**config.mk**
```make
export PLATFORM = sky130hd
export DESIGN_NAME = seeded_add_xor_byte_cipher_core_flat
export DESIGN_NICKNAME = d
export VERILOG_FILES = /design/src/rtl/sacb_pkg.sv /design/src/rtl/sacb_stream_if.sv /design/src/rtl/sacb_regs.sv /design/src/rtl/sacb_state_mem.sv /design/src/rtl/sacb_xform.sv /design/src/rtl/seeded_add_xor_byte_cipher_core.sv /design/src/flat_wrapper.sv
export VERILOG_INCLUDE_DIRS = /design/src /design/src/rtl
export SDC_FILE = /design/constraint.sdc
export NUM_CORES = 1
export LEC_CHECK = 0
export BUFFER_PORTS_ARGS = -buffer_cell sky130_fd_sc_hd__buf_2
export CAP_MARGIN = 20
export CORE_MARGIN = 1.5
export CORE_UTILIZATION = 36
export CTS_CLUSTER_DIAMETER = 30
export DETAILED_ROUTE_END_ITERATION = 8
export GPL_ROUTABILITY_DRIVEN = 0
export SYNTH_ARGS = -nofsm -noshare
export SYNTH_HDL_FRONTEND = slang
export SYNTH_HIERARCHICAL = 1
export SYNTH_SLANG_ARGS = --single-unit
```
**constraint.sdc**
```tcl
create_clock -name clk -period 7.2 [get_ports clk]
set_input_delay 1.08 -clock clk [delete_from_list [all_inputs] [get_ports clk]]
set_output_delay 1.08 -clock clk [all_outputs]
set_load 0.02 [all_outputs]
```
**src/rtl/seeded_add_xor_byte_cipher_core_defines.svh**
```systemverilog
// ----------------------------------------------------------------------------
// seeded_add_xor_byte_cipher_core_defines
// Assertion macros used by the cipher core RTL.
// ----------------------------------------------------------------------------
`ifndef SEEDED_ADD_XOR_BYTE_CIPHER_CORE_DEFINES_SVH
`define SEEDED_ADD_XOR_BYTE_CIPHER_CORE_DEFINES_SVH

// same-cycle implication
`define SACB_ASSERT_IMP(lbl, ck, rs, ante, cons, msg) \
  lbl: assert property (@(posedge ck) disable iff (rs) (ante) |-> (cons)) \
    else $error(msg);

// next-cycle implication
`define SACB_ASSERT_NXT(lbl, ck, rs, ante, cons, msg) \
  lbl: assert property (@(posedge ck) disable iff (rs) (ante) |=> (cons)) \
    else $error(msg);

`endif

```
**src/rtl/sacb_pkg.sv**
```systemverilog
// ----------------------------------------------------------------------------
// sacb_pkg
// Types, constants and key generator functions of the byte cipher core.
// ----------------------------------------------------------------------------
`default_nettype none

package sacb_pkg;

  localparam int unsigned STEPS_PER_KEY_BYTE = 32;
  localparam logic [8:0]  MAX_KEY_LENGTH     = 9'd256;

  localparam logic [1:0] REG_SEED       = 2'd0;
  localparam logic [1:0] REG_DIRECTION  = 2'd1;
  localparam logic [1:0] REG_KEY_LENGTH = 2'd2;

  localparam logic DIR_ENCRYPT = 1'b0;
  localparam logic DIR_DECRYPT = 1'b1;

  typedef struct packed {
    logic [31:0] seed;
    logic        direction;
    logic [8:0]  key_length;
  } cfg_t;

  typedef struct packed {
    logic [31:0] generator_word;
    logic [7:0]  key_position;
  } state_t;

  typedef struct packed {
    logic   en;
    state_t data;
  } state_wr_t;

  typedef struct packed {
    logic [7:0] data_byte;
    logic       start_of_message;
  } in_item_t;

  typedef struct packed {
    logic [7:0] result_byte;
  } out_item_t;

  function automatic logic [31:0] shift_once(input logic [31:0] w);
    logic fb;
    fb = w[0] ^ w[1] ^ w[2] ^ w[3] ^ w[5] ^ w[7];
    return {w[0], w[31:2], fb};
  endfunction

  // linear map over GF(2): flattens to a shallow XOR network
  function automatic logic [31:0] advance_key(input logic [31:0] w);
    logic [31:0] v;
    v = w;
    for (int unsigned n = 0; n < STEPS_PER_KEY_BYTE; n++) begin
      v = shift_once(v);
    end
    return v;
  endfunction

  function automatic logic [8:0] eff_length(input logic [8:0] len);
    if (len == 9'd0 || len > MAX_KEY_LENGTH) begin
      return MAX_KEY_LENGTH;
    end
    return len;
  endfunction

endpackage

`default_nettype wire

```
**src/rtl/sacb_stream_if.sv**
```systemverilog
// ----------------------------------------------------------------------------
// sacb_stream_if
// Valid/ready stream channel carrying one payload per transaction.
// ----------------------------------------------------------------------------
`default_nettype none

interface sacb_stream_if #(parameter type payload_t = logic [7:0]) ();
  logic     valid;
  logic     ready;
  payload_t payload;

  modport source (output valid, output payload, input ready);
  modport sink   (input valid, input payload, output ready);
endinterface

`default_nettype wire

```
**src/rtl/sacb_regs.sv**
```systemverilog
// ----------------------------------------------------------------------------
// sacb_regs
// APB-style configuration registers: seed, direction, key length.
// ----------------------------------------------------------------------------
`default_nettype none

module sacb_regs
  import sacb_pkg::*;
(
  input  wire logic        clk,
  input  wire logic        rst,
  input  wire logic        psel,
  input  wire logic        penable,
  input  wire logic        pwrite,
  input  wire logic [3:0]  paddr,
  input  wire logic [31:0] pwdata,
  output logic      [31:0] prdata,
  output logic             pready,
  output cfg_t             cfg
);

  logic [1:0] reg_idx;
  logic       wr_en;
  cfg_t       regs;

  assign pready  = 1'b1;
  assign reg_idx = paddr[3:2];
  assign wr_en   = psel && penable && pwrite && pready;
  assign cfg     = regs;

  always_ff @(posedge clk) begin
    if (rst) begin
      regs.seed       <= '0;
      regs.direction  <= DIR_ENCRYPT;
      regs.key_length <= 9'd16;
    end else if (wr_en) begin
      unique case (reg_idx)
        REG_SEED:       regs.seed       <= pwdata;
        REG_DIRECTION:  regs.direction  <= pwdata[0];
        REG_KEY_LENGTH: regs.key_length <= pwdata[8:0];
        default: ;
      endcase
    end
  end

  always_comb begin
    unique case (reg_idx)
      REG_SEED:       prdata = regs.seed;
      REG_DIRECTION:  prdata = {31'd0, regs.direction};
      REG_KEY_LENGTH: prdata = {23'd0, regs.key_length};
      default:        prdata = '0;
    endcase
  end

endmodule

`default_nettype wire

```
**src/rtl/sacb_state_mem.sv**
```systemverilog
// ----------------------------------------------------------------------------
// sacb_state_mem
// Generator state store: one-entry synchronous memory, registered read,
// write forwarding, reads as zero until first written.
// ----------------------------------------------------------------------------
`default_nettype none

module sacb_state_mem
  import sacb_pkg::*;
(
  input  wire logic      clk,
  input  wire logic      rst,
  input  wire state_wr_t wr,
  output state_t         rd_state
);

  state_t mem [0:0];
  logic   mem_valid;
  state_t rd_q;
  logic   rd_ok;
  logic   fwd_valid;
  state_t fwd_data;

  always_ff @(posedge clk) begin
    if (wr.en) begin
      mem[0] <= wr.data;
    end
    rd_q     <= mem[0];
    fwd_data <= wr.data;
  end

  always_ff @(posedge clk) begin
    if (rst) begin
      mem_valid <= 1'b0;
      rd_ok     <= 1'b0;
      fwd_valid <= 1'b0;
    end else begin
      if (wr.en) begin
        mem_valid <= 1'b1;
      end
      rd_ok     <= mem_valid;
      fwd_valid <= wr.en;
    end
  end

  always_comb begin
    if (fwd_valid) begin
      rd_state = fwd_data;
    end else if (rd_ok) begin
      rd_state = rd_q;
    end else begin
      rd_state = '0;
    end
  end

endmodule

`default_nettype wire

```
**src/rtl/sacb_xform.sv**
```systemverilog
// ----------------------------------------------------------------------------
// sacb_xform
// Key stage and output register: advances the generator, transforms the byte,
// writes the next state back.
// ----------------------------------------------------------------------------
`default_nettype none
`include "seeded_add_xor_byte_cipher_core_defines.svh"

module sacb_xform
  import sacb_pkg::*;
(
  input  wire logic   clk,
  input  wire logic   rst,
  input  wire cfg_t   cfg,
  input  wire state_t cur_state,
  output state_wr_t   wr,
  sacb_stream_if.sink   item_in,
  sacb_stream_if.source result_out
);

  logic        s1_valid;
  in_item_t    s1_item;
  logic        out_valid;
  out_item_t   out_item;
  logic        out_free;
  logic        s1_fire;
  logic        accept;
  state_t      base;
  logic [31:0] gen_adv;
  logic [7:0]  key;
  logic [7:0]  res;
  logic [8:0]  eff_len;
  logic [8:0]  next_pos;
  logic        wrap;

  assign out_free      = !out_valid || result_out.ready;
  assign s1_fire       = s1_valid && out_free;
  assign item_in.ready = !s1_valid || out_free;
  assign accept        = item_in.valid && item_in.ready;

  assign result_out.valid   = out_valid;
  assign result_out.payload = out_item;

  always_comb begin
    if (s1_item.start_of_message) begin
      base.generator_word = cfg.seed;
      base.key_position   = '0;
    end else begin
      base = cur_state;
    end
    gen_adv  = advance_key(base.generator_word);
    key      = gen_adv[7:0];
    if (cfg.direction == DIR_DECRYPT) begin
      res = (s1_item.data_byte ^ key) - key;
    end else begin
      res = (s1_item.data_byte + key) ^ key;
    end
    eff_len  = eff_length(cfg.key_length);
    next_pos = {1'b0, base.key_position} + 9'd1;
    wrap     = next_pos >= eff_len;
    wr.en    = s1_fire;
    if (wrap) begin
      wr.data.generator_word = cfg.seed;
      wr.data.key_position   = '0;
    end else begin
      wr.data.generator_word = gen_adv;
      wr.data.key_position   = next_pos[7:0];
    end
  end

  always_ff @(posedge clk) begin
    if (rst) begin
      s1_valid  <= 1'b0;
      out_valid <= 1'b0;
    end else begin
      if (item_in.ready) begin
        s1_valid <= item_in.valid;
      end
      if (out_free) begin
        out_valid <= s1_valid;
      end
    end
  end

  always_ff @(posedge clk) begin
    if (accept) begin
      s1_item <= item_in.payload;
    end
    if (s1_fire) begin
      out_item.result_byte <= res;
    end
  end

  `SACB_ASSERT_NXT(a_fire_to_out, clk, rst, s1_fire, out_valid, "advance lost result")
  `SACB_ASSERT_IMP(a_pos_bound, clk, rst, wr.en, ({1'b0, wr.data.key_position} < eff_len),
                   "key position beyond key length")
  `SACB_ASSERT_IMP(a_wrap_reload, clk, rst, wr.en && wr.data.key_position == 8'd0,
                   wr.data.generator_word == cfg.seed, "wrap without seed reload")

endmodule

`default_nettype wire

```
**src/rtl/seeded_add_xor_byte_cipher_core.sv**
```systemverilog
// A byte accepted on item_in is held in the key stage register, then in the output register that drives result_out.
// Throughput: one byte per cycle while result_out is ready, set by the read-modify-write of the
//   generator state entry, with the last write forwarded past the memory read register.
// Reset: synchronous; registers return to seed 0, encrypt, key length 16; generator
//   state reads as zero until first written; pipeline empties.
// ----------------------------------------------------------------------------
// seeded_add_xor_byte_cipher_core
// Byte stream cipher with a seed-generated repeating key, top level.
// ----------------------------------------------------------------------------
`default_nettype none

module seeded_add_xor_byte_cipher_core
  import sacb_pkg::*;
(
  input  wire logic        clk,
  input  wire logic        rst,
  input  wire logic        psel,
  input  wire logic        penable,
  input  wire logic        pwrite,
  input  wire logic [3:0]  paddr,
  input  wire logic [31:0] pwdata,
  output logic      [31:0] prdata,
  output logic             pready,
  sacb_stream_if.sink      item_in,
  sacb_stream_if.source    result_out
);

  cfg_t      cfg;
  state_t    cur_state;
  state_wr_t wr;

  sacb_regs u_regs (
    .clk     (clk),
    .rst     (rst),
    .psel    (psel),
    .penable (penable),
    .pwrite  (pwrite),
    .paddr   (paddr),
    .pwdata  (pwdata),
    .prdata  (prdata),
    .pready  (pready),
    .cfg     (cfg)
  );

  sacb_state_mem u_state_mem (
    .clk      (clk),
    .rst      (rst),
    .wr       (wr),
    .rd_state (cur_state)
  );

  sacb_xform u_xform (
    .clk        (clk),
    .rst        (rst),
    .cfg        (cfg),
    .cur_state  (cur_state),
    .wr         (wr),
    .item_in    (item_in),
    .result_out (result_out)
  );

endmodule

`default_nettype wire

```
**src/flat_wrapper.sv**
```systemverilog
// flat-port wrapper written by rule: the top's interface ports become plain ports
module seeded_add_xor_byte_cipher_core_flat import sacb_pkg::*;
  (clk, rst, psel, penable, pwrite, paddr, pwdata, prdata, pready, item_in_valid, item_in_payload, item_in_ready, result_out_valid, result_out_payload, result_out_ready);
  sacb_stream_if #(.payload_t(in_item_t)) item_in_i ();
  sacb_stream_if #(.payload_t(out_item_t)) result_out_i ();
  input  wire logic clk;
  input  wire logic rst;
  input  wire logic psel;
  input  wire logic penable;
  input  wire logic pwrite;
  input  wire logic [3:0] paddr;
  input  wire logic [31:0] pwdata;
  output logic      [31:0] prdata;
  output logic pready;
  input wire logic [$bits(item_in_i.valid)-1:0] item_in_valid;
  input wire logic [$bits(item_in_i.payload)-1:0] item_in_payload;
  output wire logic [$bits(item_in_i.ready)-1:0] item_in_ready;
  output wire logic [$bits(result_out_i.valid)-1:0] result_out_valid;
  output wire logic [$bits(result_out_i.payload)-1:0] result_out_payload;
  input wire logic [$bits(result_out_i.ready)-1:0] result_out_ready;
  assign item_in_i.valid = item_in_valid;
  assign item_in_i.payload = item_in_payload;
  assign item_in_ready = item_in_i.ready;
  assign result_out_valid = result_out_i.valid;
  assign result_out_payload = result_out_i.payload;
  assign result_out_i.ready = result_out_ready;
  seeded_add_xor_byte_cipher_core u_core (.clk(clk), .rst(rst), .psel(psel), .penable(penable), .pwrite(pwrite), .paddr(paddr), .pwdata(pwdata), .prdata(prdata), .pready(pready), .item_in(item_in_i), .result_out(result_out_i));
endmodule
```
# Yosys cells after proc, flatten, opt, wreduce, memory -nomap -nowiden
# Memory sizes are Yosys's and may differ from the RTL's. A register that Yosys moved wholly into a read port is not among the register bits.
# Index checks and enable logic that the tools add are counted.
totals:
  register_bits: 104
  ram_bits: 40
  inputBits: 52
  out_inout_bits: 43
  wordCells: 208
  n_memories: 1
op_classes:
  addsub: 3
  n_lt_le_gt_ge: 2
  eq_ne: 2
  mux: 11
  n_bitwise: 162
  reduce_logical: 14
memory_table:
  columns: ["memory", "depth", "word_bits", "rd", "rd_clocked_by_memory_dff", "wr", "line", "source"]
  rows:
  - ["u_core.u_state_mem.mem", 1, 40, 1, 1, 1, "sacb_state_mem.sv:17", "state_t mem [0:0];"]
ops:
  columns: ["operator", "count"]
  rows:
  - ["2-to-1 mux 40 bit", 4]
  - ["XOR 1 bit", 160]
  - ["case mux 32 bit (3 select lines)", 1]
  - ["2-to-1 mux 9 bit", 2]
  - ["XOR 8 bit", 2]
  - ["adder 8 x 1 -> 9 bit, second input constant", 1]
  - [">= comparator 9 bit", 1]
  - ["greater-than comparator 9 bit, second input constant", 1]
  - ["zero test 9 bit", 1]
  - ["adder 8 bit", 1]
  - ["2-to-1 mux 8 bit", 1]
  - ["subtractor 8 bit", 1]
  - ["AND reduction 2 bit", 3]
  - ["logical AND 1 bit", 4]
  - ["logical OR 1 bit", 3]
  - ["2-to-1 mux 1 bit", 3]
  - ["equality test 2 x 1 -> 1 bit, second input constant", 1]
  - ["equality test 2 bit, second input constant", 1]
  - ["zero test 1 bit", 2]
  - ["zero test 2 bit", 1]

# Longest topological paths before layout
# Gate-level depths: netlist of run 1.
logic_depth:
  depth_word: 166
  ltp_mapped: 22
  depth_no_buf: 18

# Cells and area by module
# The synthesis of run 1 kept the hierarchy.
modules_own_cells:
  columns: ["mod", "n_inst", "cells_each", "area_each_um2", "seq_area_each_um2"]
  rows:
  - ["sacb_xform", 1, 478, 4496.8, 550.5]
  - ["sacb_state_mem", 1, 179, 3311.9, 2862.7]
  - ["sacb_regs", 1, 226, 2165.8, 840.8]

# Worst setup path before layout of run 1
# Ideal clock, no wire load.
synth_path:
  path_kind: "register to register"
  start: "register u_core/u_xform/s1_item[0] in the netlist's numbering"
  end: "memory u_core/u_state_mem/mem[0][10] in the netlist's numbering (data pin)"
  setup_ns: 0.287
  t_arrival_ns: 4.849
  required_time_ns: 6.913
  setup_slack_ns: 2.065
  stages_incl_launch_ff: 23
  path_buffers: 9
  period_less_slack_ns: 5.135
  path_cell_list: "edfxtp_1 > buf_2 > buf_4 > buf_2 > buf_2 > buf_1 > clkbuf_1 > buf_1 > nor2b_1 > ha_1 > ha_1 > a21o_1 > a21o_1 > a21o_1 > a21o_1 > a21o_1 > a21o_1 > a21o_1 > a21o_1 > clkbuf_1 > clkbuf_1 > nand2_1 > o21ai_0"
synth_rtl:
  columns: ["item", "line", "source"]
  rows:
  - ["start, declared", "sacb_xform.sv:22", "in_item_t s1_item;"]
  - ["start signal, assigned", "sacb_xform.sv:87", "s1_item <= item_in.payload;"]
  - ["end, declared", "sacb_state_mem.sv:17", null]

==> results of run 1 <==
metrics by stage:
step	setup WS, ns	power, mW	cells
final	1.47	6.35	1333
after floorplan	2.06	4.63	883
after global routing	1.10	6.77	1332
after detailed placement	1.49	5.40	1300
after global placement	1.53	5.34	1300
after CTS	1.42	6.38	1332
final timing paths:
kind                                                               from                                        endpoint  slack (ns)  cells past startpoint
worst min-delay path            u_core/u_state_mem/mem[0][17]$_DFFE_PP_             u_core/u_state_mem/rd_q[17]$_DFF_P_        0.34                      0
worst max register to register      u_core/u_state_mem/rd_ok$_SDFF_PP0_  u_core/u_xform/result_out.payload[6]$_DFFE_PP_        1.47                     18
worst min register to register  u_core/u_state_mem/mem[0][17]$_DFFE_PP_             u_core/u_state_mem/rd_q[17]$_DFF_P_        0.34                      0
worst max-delay path                u_core/u_state_mem/rd_ok$_SDFF_PP0_  u_core/u_xform/result_out.payload[6]$_DFFE_PP_        1.47                     18
placed cells by master (no fill, tap or decap), drive strengths merged, types with 2 or more instances in the layout:
cell type	count
nand4	3
xnor2	100
xor3	3
clkbuf	19
nor3	6
a21o	11
a22o	39
mux2	8
o31ai	2
a2111oi	2
xor2	60
ha	22
xnor3	27
mux2i	88
edfxtp	57
nand2b	81
o21ai	33
nor2	37
nor2b	14
and4	2
buf	100
a21oi	12
dfxtp	127
nor4	2
inv	18
clkinv	4
nand3	3
and2	25
nand2	40
state kept, by name, indices dropped and copies added, names as in the netlist:
signal,count
u_core/u_state_mem/mem_valid,1
u_core/u_xform/result_out.valid,1
u_core/u_state_mem/fwd_data,40
u_core/u_regs/cfg,42
u_core/u_state_mem/fwd_valid,1
u_core/u_state_mem/rd_ok,1
u_core/u_xform/s1_valid,1
u_core/u_state_mem/rd_q,40
u_core/u_xform/s1_item,9
u_core/u_state_mem/mem,40
u_core/u_xform/result_out.payload,8
cell families after synthesis:
logic type               count (synthesis)  synth area share
AND/OR/NAND/NOR                        216             0.117
AO/OA/AOI/OAI                          109            0.0770
other                                    1          0.000376
adder cells (fa/ha/maj)                 23            0.0296
XOR/XNOR                               190             0.217
buffers and inverters                   64            0.0341
flip-flops                             184             0.426
multiplexers                            96            0.0986
worst max-delay path, stage by stage, from the launching register on:
cell and delay, ns:
dfxtp_1 0.34, nor2b_4 0.37, a22o_1 0.39, xor2_2 0.15, mux2i_1 0.23, xnor3_2 0.58
xnor3_2 0.59, xor3_2 0.60, xnor2_2 0.21, xnor3_1 0.58, nand2_1 0.19, fa_1 0.46
nor2b_1 0.11, o21ai_0 0.09, nand2b_1 0.11, a21o_1 0.12, a21oi_1 0.06, o22ai_1 0.21
xnor2_1 0.09
per-layer routing:
layer	global-route usage	routed length, µm	part of all wire	vias up
met2	0.232	9250	0.45	98
li1	-	-	-	3155
met4	0.0400	252	0.012	0
met3	0.0266	584	0.028	16
met1	0.214	10600	0.51	2946
met5	0	0	0	-
final cells by class:
class | instances | share of cell area
timing repair buffer | 100 | 0.0464
inverter | 9 | 0.00300
clock buffer | 19 | 0.0412
tap | 372 | 0.0413
clock inverter | 13 | 0.0125
sequential | 184 | 0.377
antenna | 1 | 0.000222
multi-input combinational | 635 | 0.478
power groups by stage:
| stage | Sequential (mW) | Clock [mW] | Combinational, mW |
|---|---|---|---|
| floorplan | 1.86 | 0 | 2.76 |
| global placement | 1.86 | 0 | 3.48 |
| detailed placement | 1.87 | 0 | 3.53 |
| CTS | 1.85 | 0.961 | 3.57 |
| global route | 1.87 | 1.00 | 3.89 |
| finish | 1.85 | 0.938 | 3.57 |
==> impl_metrics.ini, run 1 <==
[power]
p_sw_mw = 2.48
vdd_drop_max_v = 0.000503
power_frac_clock = 0.148
p_leak_nw = 4.71
pwr-share-seq = 0.291
power-per-cell-area_mw_per_mm2 = 563
p_int_mw = 3.88
combPwrFrac = 0.562
netSwitchingFraction = 0.390

[timing]
hold_viol_final = 0
rsz0062_at_grt = no
skew_ns = 0.0211
max_freq_mhz = 174
finalSetupViolations = 0
tightest_slew_ns = 1.00
tns_ns = 0
fin_crit_sh = 0.796
hold_slack_ns = 0.341
slew_headroom = 0.333
slew_viol_final = 0
fin_crit_ns = 5.73

[logic_synthesis]
ys_seq_elements = 184
ys_top_cells_by_area = dfxtp_1, edfxtp_1, mux2i_1, xnor2_1, nand2b_1
async_flop_share = 0
synth_common_cells = dfxtp_1, xnor2_1, mux2i_1, nand2b_1
yosysTopAreaCell = dfxtp_1
synthCells = 883
synth_fp_nets = 958
yosysMostFrequentCell = dfxtp_1
netlist-cell-type-count = 58
synth_ff_type = dfxtp_1
yosysWarnings = 6
yosysSeqAreaShare = 0.426
netlist_area_mm2 = 0.00997
synth_top_area_share = 0.255
avgSynthCellArea_um2 = 11.3
synth_edf_count = 57

[global_route]
grt_first_pass_wirelength_mm = 33.4
grt_max_degree = 81
antenna_found_initial = 0
grt-ovfl-total = 0
grt_pass1_vias = 6054
track_usage = 0.149

[final_layout]
fillCellCount = 2602
multi_input_area_mm2 = 0.00539
final-seq-area_mm2 = 0.00425
design_area_mm2 = 0.0113
drive_gt1_frac = 0.169
finalCoreUtilization = 0.416
final_nets = 1022
area_growth_pct = 13.0

[route]
routedWlPerCell_um = 15.5
firstDrtPassIters = 4
drt-total-wl_mm = 20.7
drc = 0
num_vias = 6215
ant_nets = 0
drtIter0Drc = 344
viasPerCell = 4.66

[worst_setup_path]
cp-end-kind = register
worstSetupStartpointType = register
cp_max_fo = 12
required_ns = 7.39
path_class = register to register
cp.arrival_ns = 5.92

[clocking]
clk_pin_slew_ns = 0.07
cts_made_buffers = 17
ctsResizeCount = 0
cts_hold_buf = 0
cts_tree = done
post_cts_buffers = 0
cts-root-buf = clkbuf_16
cts.sinks = 184
ctsHtreeMaxLevel = 4
cts_buffer_depth = 2
clock_latency_ns = 0.45

[placement]
io_buffers = 91
dpl.hpwl_mm = 14.6
placed_cell_area_mm2 = 0.0107

[die]
die-area_mm2 = 0.0287
dieWidth_um = 169
start_util = 0.368
fp-row-count = 60
core_area_mm2 = 0.0271
die_h_um = 169
io_pins = 95

[run_status]
status = finished, final reports clean

[run]
cap_violations = 0

[hold_path]
worstHoldPathType = register to register
(Power assumes the default switching activity.)
==> inputs of run 2 (changes only) <==
- clock period: 7.2 -> 5.23 ns (I/O delays scaled with it)
==> run 2 against run 1 <==
Net effect:
- final area up 2.4%
- worst setup slack got worse by 1.1 ns
- global-route usage increased by 0.52 points
- die area stayed put
- register-to-register slack got worse by 1.1 ns
- fmax rose by 17%
- cell count increased by 2.3%
- largest cell class unchanged
- highest routed layer unchanged
==> impl_metrics.ini, run 2 (synthesized netlist as in run 1, its figures left out) <==
[die]
dieWidth_um = 169
fp-row-count = 60
start_util = 0.368
die_h_um = 169
core_area_mm2 = 0.0271
die-area_mm2 = 0.0287
io_pins = 95

[global_route]
track_usage = 0.155
antenna_found_initial = 0
grt_first_pass_wirelength_mm = 34.6
grt_max_degree = 81
grt-ovfl-total = 0
grt_pass1_vias = 6524

[final_layout]
final_nets = 1054
drive_gt1_frac = 0.198
diodes = 0
layout_common_cells = dfxtp_1, xnor2_1, buf_2
area_growth_pct = 15.7
final_common_cell = dfxtp_1
fin_cells = 1364
fillCellCount = 2628
largest_reg_flops = 42

[run]
cap_violations = 0

[clocking]
cts_hold_buf = 0
clk_pin_slew_ns = 0.08
cts-root-buf = clkbuf_16
cts.sinks = 184
cts_tree = done
clock_latency_ns = 0.43
cts_buffer_depth = 2
ctsHtreeMaxLevel = 4
cts_made_buffers = 17

[route]
num_vias = 6389
firstDrtPassIters = 4
viasPerCell = 4.68
drtIter0Drc = 251
ant_nets = 0
routedWlPerCell_um = 15.8
drt-total-wl_mm = 21.5
drc = 0

[worst_setup_path]
cp-end-kind = register
crit_top_cell = xnor3_2
cp_max_fo = 8
cpPeakStageDelay_ns = 0.50
cp.arrival_ns = 5.06
worstSetupStartpointType = register
crit_slowest_cell = xnor3_2
path_cells = nor2b_4 -> a22o_1 -> xor2_2 -> mux2i_2 -> xnor3_2 -> xnor3_2 -> xor3_2 -> xnor2_4 -> xnor3_2 -> nand2_1 -> fa_1 -> nor2b_1 -> o21ai_0 -> nand2b_1 -> a21o_1 -> a21oi_1 -> o22ai_1 -> xnor2_1
path_class = register to register
required_ns = 5.41

[timing]
slew_headroom = 0.274
fin_crit_sh = 0.933
max_freq_mhz = 205
hold_viol_final = 0
fin_crit_ns = 4.88
hold_slack_ns = 0.330
slew_viol_final = 0
tightest_slew_ns = 1.09
skew_ns = 0.0207
finalSetupViolations = 0

[placement]
io_buffers = 91
dp.cells = 1329
dpl.hpwl_mm = 15.3

[power]
p_leak_nw = 4.88
power-per-cell-area_mw_per_mm2 = 774
vdd_drop_max_v = 0.000441

[hold_path]
worstHoldPathType = register to register

[run_status]
status = finished, final reports clean
==> run 2: repair_timing <==
item / CTS / global route
setup buffers: 0 / 2
endpoints found under the setup margin: 0 / 1
gates resized for setup: 0 / 5
==> run 2: worst max-delay path: cells and delay by family, from the launching register on <==
kind / cells / cell delay [ns]
xor+xnor: 7 / 2.37
fa+ha+maj: 1 / 0.22
compound gates: 5 / 0.85
flops: 1 / 0.35
simple gates: 4 / 0.59
mux: 1 / 0.24
==> run 2: final timing paths <==
| path | start | to | slack [ns] | cells after the start |
|---|---|---|---|---|
| max | u_core/u_state_mem/rd_ok$_SDFF_PP0_ | u_core/u_xform/result_out.payload[6]$_DFFE_PP_ | 0.35 | 18 |
| max reg2reg | u_core/u_state_mem/rd_ok$_SDFF_PP0_ | u_core/u_xform/result_out.payload[6]$_DFFE_PP_ | 0.35 | 18 |
| min | u_core/u_state_mem/mem[0][30]$_DFFE_PP_ | u_core/u_state_mem/rd_q[30]$_DFF_P_ | 0.33 | 0 |
| min reg2reg | u_core/u_state_mem/mem[0][30]$_DFFE_PP_ | u_core/u_state_mem/rd_q[30]$_DFF_P_ | 0.33 | 0 |
==> run 2: metal layers <==
| metal | track usage | vias up | share of wire |
|---|---|---|---|
| li1 | - | 3202 | - |
| met1 | 0.220 | 3063 | 0.50 |
| met2 | 0.245 | 118 | 0.46 |
| met3 | 0.0222 | 6 | 0.035 |
| met4 | 0.0419 | 0 | 0.0061 |
| met5 | 0 | - | 0 |
==> run 2: layout make-up <==
| class | instances | area (µm²) | share of cell area |
|---|---|---|---|
| clock buffers | 21 | 483 | 0.0418 |
| clock inverters | 11 | 97.6 | 0.00845 |
| inverters | 9 | 33.8 | 0.00293 |
| multi-input cells | 635 | 5420 | 0.470 |
| flip-flops and latches | 184 | 4250 | 0.369 |
| well taps | 372 | 465 | 0.0403 |
| repair buffers | 132 | 788 | 0.0683 |
==> run 2: per-stage QoR <==
step	power [mW]	setup WS, ns	TNS (ns)	utilization	instance area [µm²]
3_5_place_dp	7.55	0.252	0	0.402	10900
5_1_grt	9.50	-0.00491	-0.00491	0.426	11500
2_1_floorplan	6.37	0.0945	0	-	9970
3_3_place_gp	7.51	0.271	0	0.402	10900
6_report	8.94	0.349	0	0.426	11500
4_1_cts	8.89	0.221	0	0.423	11500
==> run 2: where the power goes <==
| group | internal, mW | switching, mW | total (mW) |
|---|---|---|---|
| logic | 2.43 | 2.70 | 5.13 |
| clock network | 0.684 | 0.586 | 1.27 |
| registers | 2.42 | 0.118 | 2.54 |
| total | 5.54 | 3.40 | 8.94 |
==> inputs of run 3 (changes only) <==
- RECOVER_POWER: default -> 100
==> run 3 against run 2 <==
Net effect:
- the run now ends with max-capacitance violations, max-slew violations left
- final area fell by 0.71%
- wire length rose by 0.15%
- flip-flop and latch count did not move
- fmax fell by 0.15%
- clock power barely moved
- count of clock-buffer cells in the layout did not move
- sequential share of layout area rose by 0.26 points
- cell count did not move
- worst setup slack got worse by 0.0074 ns
- clock skew fell by 0.0028 ns
- critical path type unchanged
==> impl_metrics.ini, run 3 (synthesized netlist as in run 1, its figures left out) <==
[route]
drc = 0
firstDrtPassIters = 5
drtIter0Drc = 256
routedWlPerCell_um = 15.8
drt-total-wl_mm = 21.6
viasPerCell = 4.70
num_vias = 6416
ant_nets = 0

[final_layout]
fin_cells = 1364
drive_gt1_frac = 0.161
final_nets = 1054
fillCellCount = 2645
final_common_cell = dfxtp_1
area_growth_pct = 14.9
largest_reg_flops = 42
design_area_mm2 = 0.0115
layout_common_cells = dfxtp_1, xnor2_1, mux2i_1
diodes = 0

[placement]
io_buffers = 91
pre_cts_slack_ns = 0.252
placed_cell_area_mm2 = 0.0109
dpl.hpwl_mm = 15.3
dp.cells = 1329

[global_route]
antenna_found_initial = 0
grt_first_pass_wirelength_mm = 34.6
top_usage_layer = met2
use_met2 = 0.245
grt_use_met1 = 0.220
grt-ovfl-total = 0
grt_max_degree = 81
met3_usage = 0.0222
track_usage = 0.155
grt_pass1_vias = 6524

[hold_path]
hold_depth = 0
hold_path_end = u_core/u_state_mem/rd_q[30]$_DFF_P_
worstHoldPathType = register to register
hold_start = u_core/u_state_mem/mem[0][30]$_DFFE_PP_

[worst_setup_path]
worstSetupStartpointType = register
path_class = register to register
cp.arrival_ns = 5.06
r2r_end = u_core/u_xform/result_out.payload[6]$_DFFE_PP_
cp-end-kind = register
cpPeakStageDelay_ns = 0.50
crit_slowest_cell = xnor3_2
r2r_cells = 18
required_ns = 5.41
crit_top_cell = xnor3_2
setup.worst_path.start = u_core/u_state_mem/rd_ok$_SDFF_PP0_
r2r_slack_ns = 0.34
cp_max_fo = 8
path_cells = nor2b_4 -> a22o_1 -> xor2_2 -> mux2i_2 -> xnor3_2 -> xnor3_2 -> xor3_2 -> xnor2_4 -> xnor3_2 -> nand2_1 -> fa_1 -> nor2b_1 -> o21ai_0 -> nand2b_1 -> a21o_1 -> a21oi_1 -> o22ai_1 -> xnor2_1
r2r_start = u_core/u_state_mem/rd_ok$_SDFF_PP0_

[die]
io_pins = 95
die_h_um = 169
fp-row-count = 60
die-area_mm2 = 0.0287
core_area_mm2 = 0.0271
dieWidth_um = 169
start_util = 0.368

[run]
cap_violations = 3

[timing]
hold_viol_final = 0
skew_ns = 0.0179
fin_ws_ns = 0.342
fin_crit_ns = 4.89
fin_crit_sh = 0.935
tightest_slew_ns = 3.28
slew_headroom = -1.19
slew_viol_final = 140
max_freq_mhz = 205
finalSetupViolations = 0

[clocking]
cts_hold_buf = 0
cts_tree = done
clock_latency_ns = 0.43
cts_made_buffers = 17
ctsHtreeMaxLevel = 4
cts.sinks = 184
cts_buffer_depth = 2
clk_pin_slew_ns = 0.08
cts-root-buf = clkbuf_16

[power]
vdd_drop_max_v = 0.000441
power-per-cell-area_mw_per_mm2 = 775
p_leak_nw = 4.75

[run_status]
violations = max-capacitance violations, max-slew violations
status = complete, but fails checks
==> run 3: cell count changes in the layout (fill, tap and decap cells not counted), moves of 2 or more <==
cell      previous run  this run
and2_0               0        20
and2_1              25         5
buf_2               91        66
buf_4               39        37
clkbuf_1             2        30
mux2_1               0         3
mux2_2               8         5
==> run 3: critical path, delay by kind of cell (launching register included) <==
| family | cells | cell delay, ns |
|---|---|---|
| AO/OA/AOI/OAI | 5 | 0.85 |
| XOR/XNOR | 7 | 2.37 |
| adder cells (fa/ha/maj) | 1 | 0.22 |
| flip-flops | 1 | 0.35 |
| multiplexers | 1 | 0.24 |
| AND/OR/NAND/NOR | 4 | 0.59 |
==> run 3: repair_timing <==
action,CTS,global route
setup buffers,0,2
resized for setup,0,5
hold endpoints to repair,0,0
setup endpoints to repair,0,1
==> run 3: final cells by class <==
cell class	count	area, µm²	area share
multi-input combinational	635	5400	0.471
timing repair buffer	132	733	0.0640
clock buffer	21	483	0.0421
clock inverter	11	97.6	0.00851
tap	372	465	0.0406
inverter	9	33.8	0.00295
sequential	184	4250	0.371
==> run 3: metal layers <==
layer | up-vias | part of all wire
met5 | - | 0
met4 | 0 | 0.0081
met3 | 11 | 0.029
met2 | 121 | 0.46
met1 | 3078 | 0.51
li1 | 3206 | -
==> run 3: how the worst max path moves through the flow <==
stage / end / slack, ns / cells after the start
2_1_floorplan: u_core/u_state_mem/mem[0][10]$_DFFE_PP_ / 0.09 / 22
3_3_place_gp: u_core/u_xform/result_out.payload[6]$_DFFE_PP_ / 0.27 / 19
3_5_place_dp: u_core/u_xform/result_out.payload[6]$_DFFE_PP_ / 0.25 / 18
4_1_cts: u_core/u_xform/result_out.payload[6]$_DFFE_PP_ / 0.22 / 18
5_1_grt: u_core/u_xform/result_out.payload[6]$_DFFE_PP_ / -0.005 / 19
6_report: u_core/u_xform/result_out.payload[6]$_DFFE_PP_ / 0.34 / 18
==> run 3: stage by stage <==
step                       util   TNS, ns  hold WS [ns]  power [mW]
after floorplan               -         0         0.323        6.37
after global placement    0.402         0         0.323        7.51
after detailed placement  0.402         0         0.327        7.55
after CTS                 0.423         0         0.333        8.89
after global routing      0.423  -0.00491         0.345        9.43
final                     0.423         0         0.332        8.88
==> run 3: where the power goes <==
| part | switching, mW | total, mW | internal [mW] |
|---|---|---|---|
| Combinational | 2.69 | 5.07 | 2.38 |
| Clock | 0.582 | 1.27 | 0.684 |
| Sequential | 0.119 | 2.55 | 2.43 |
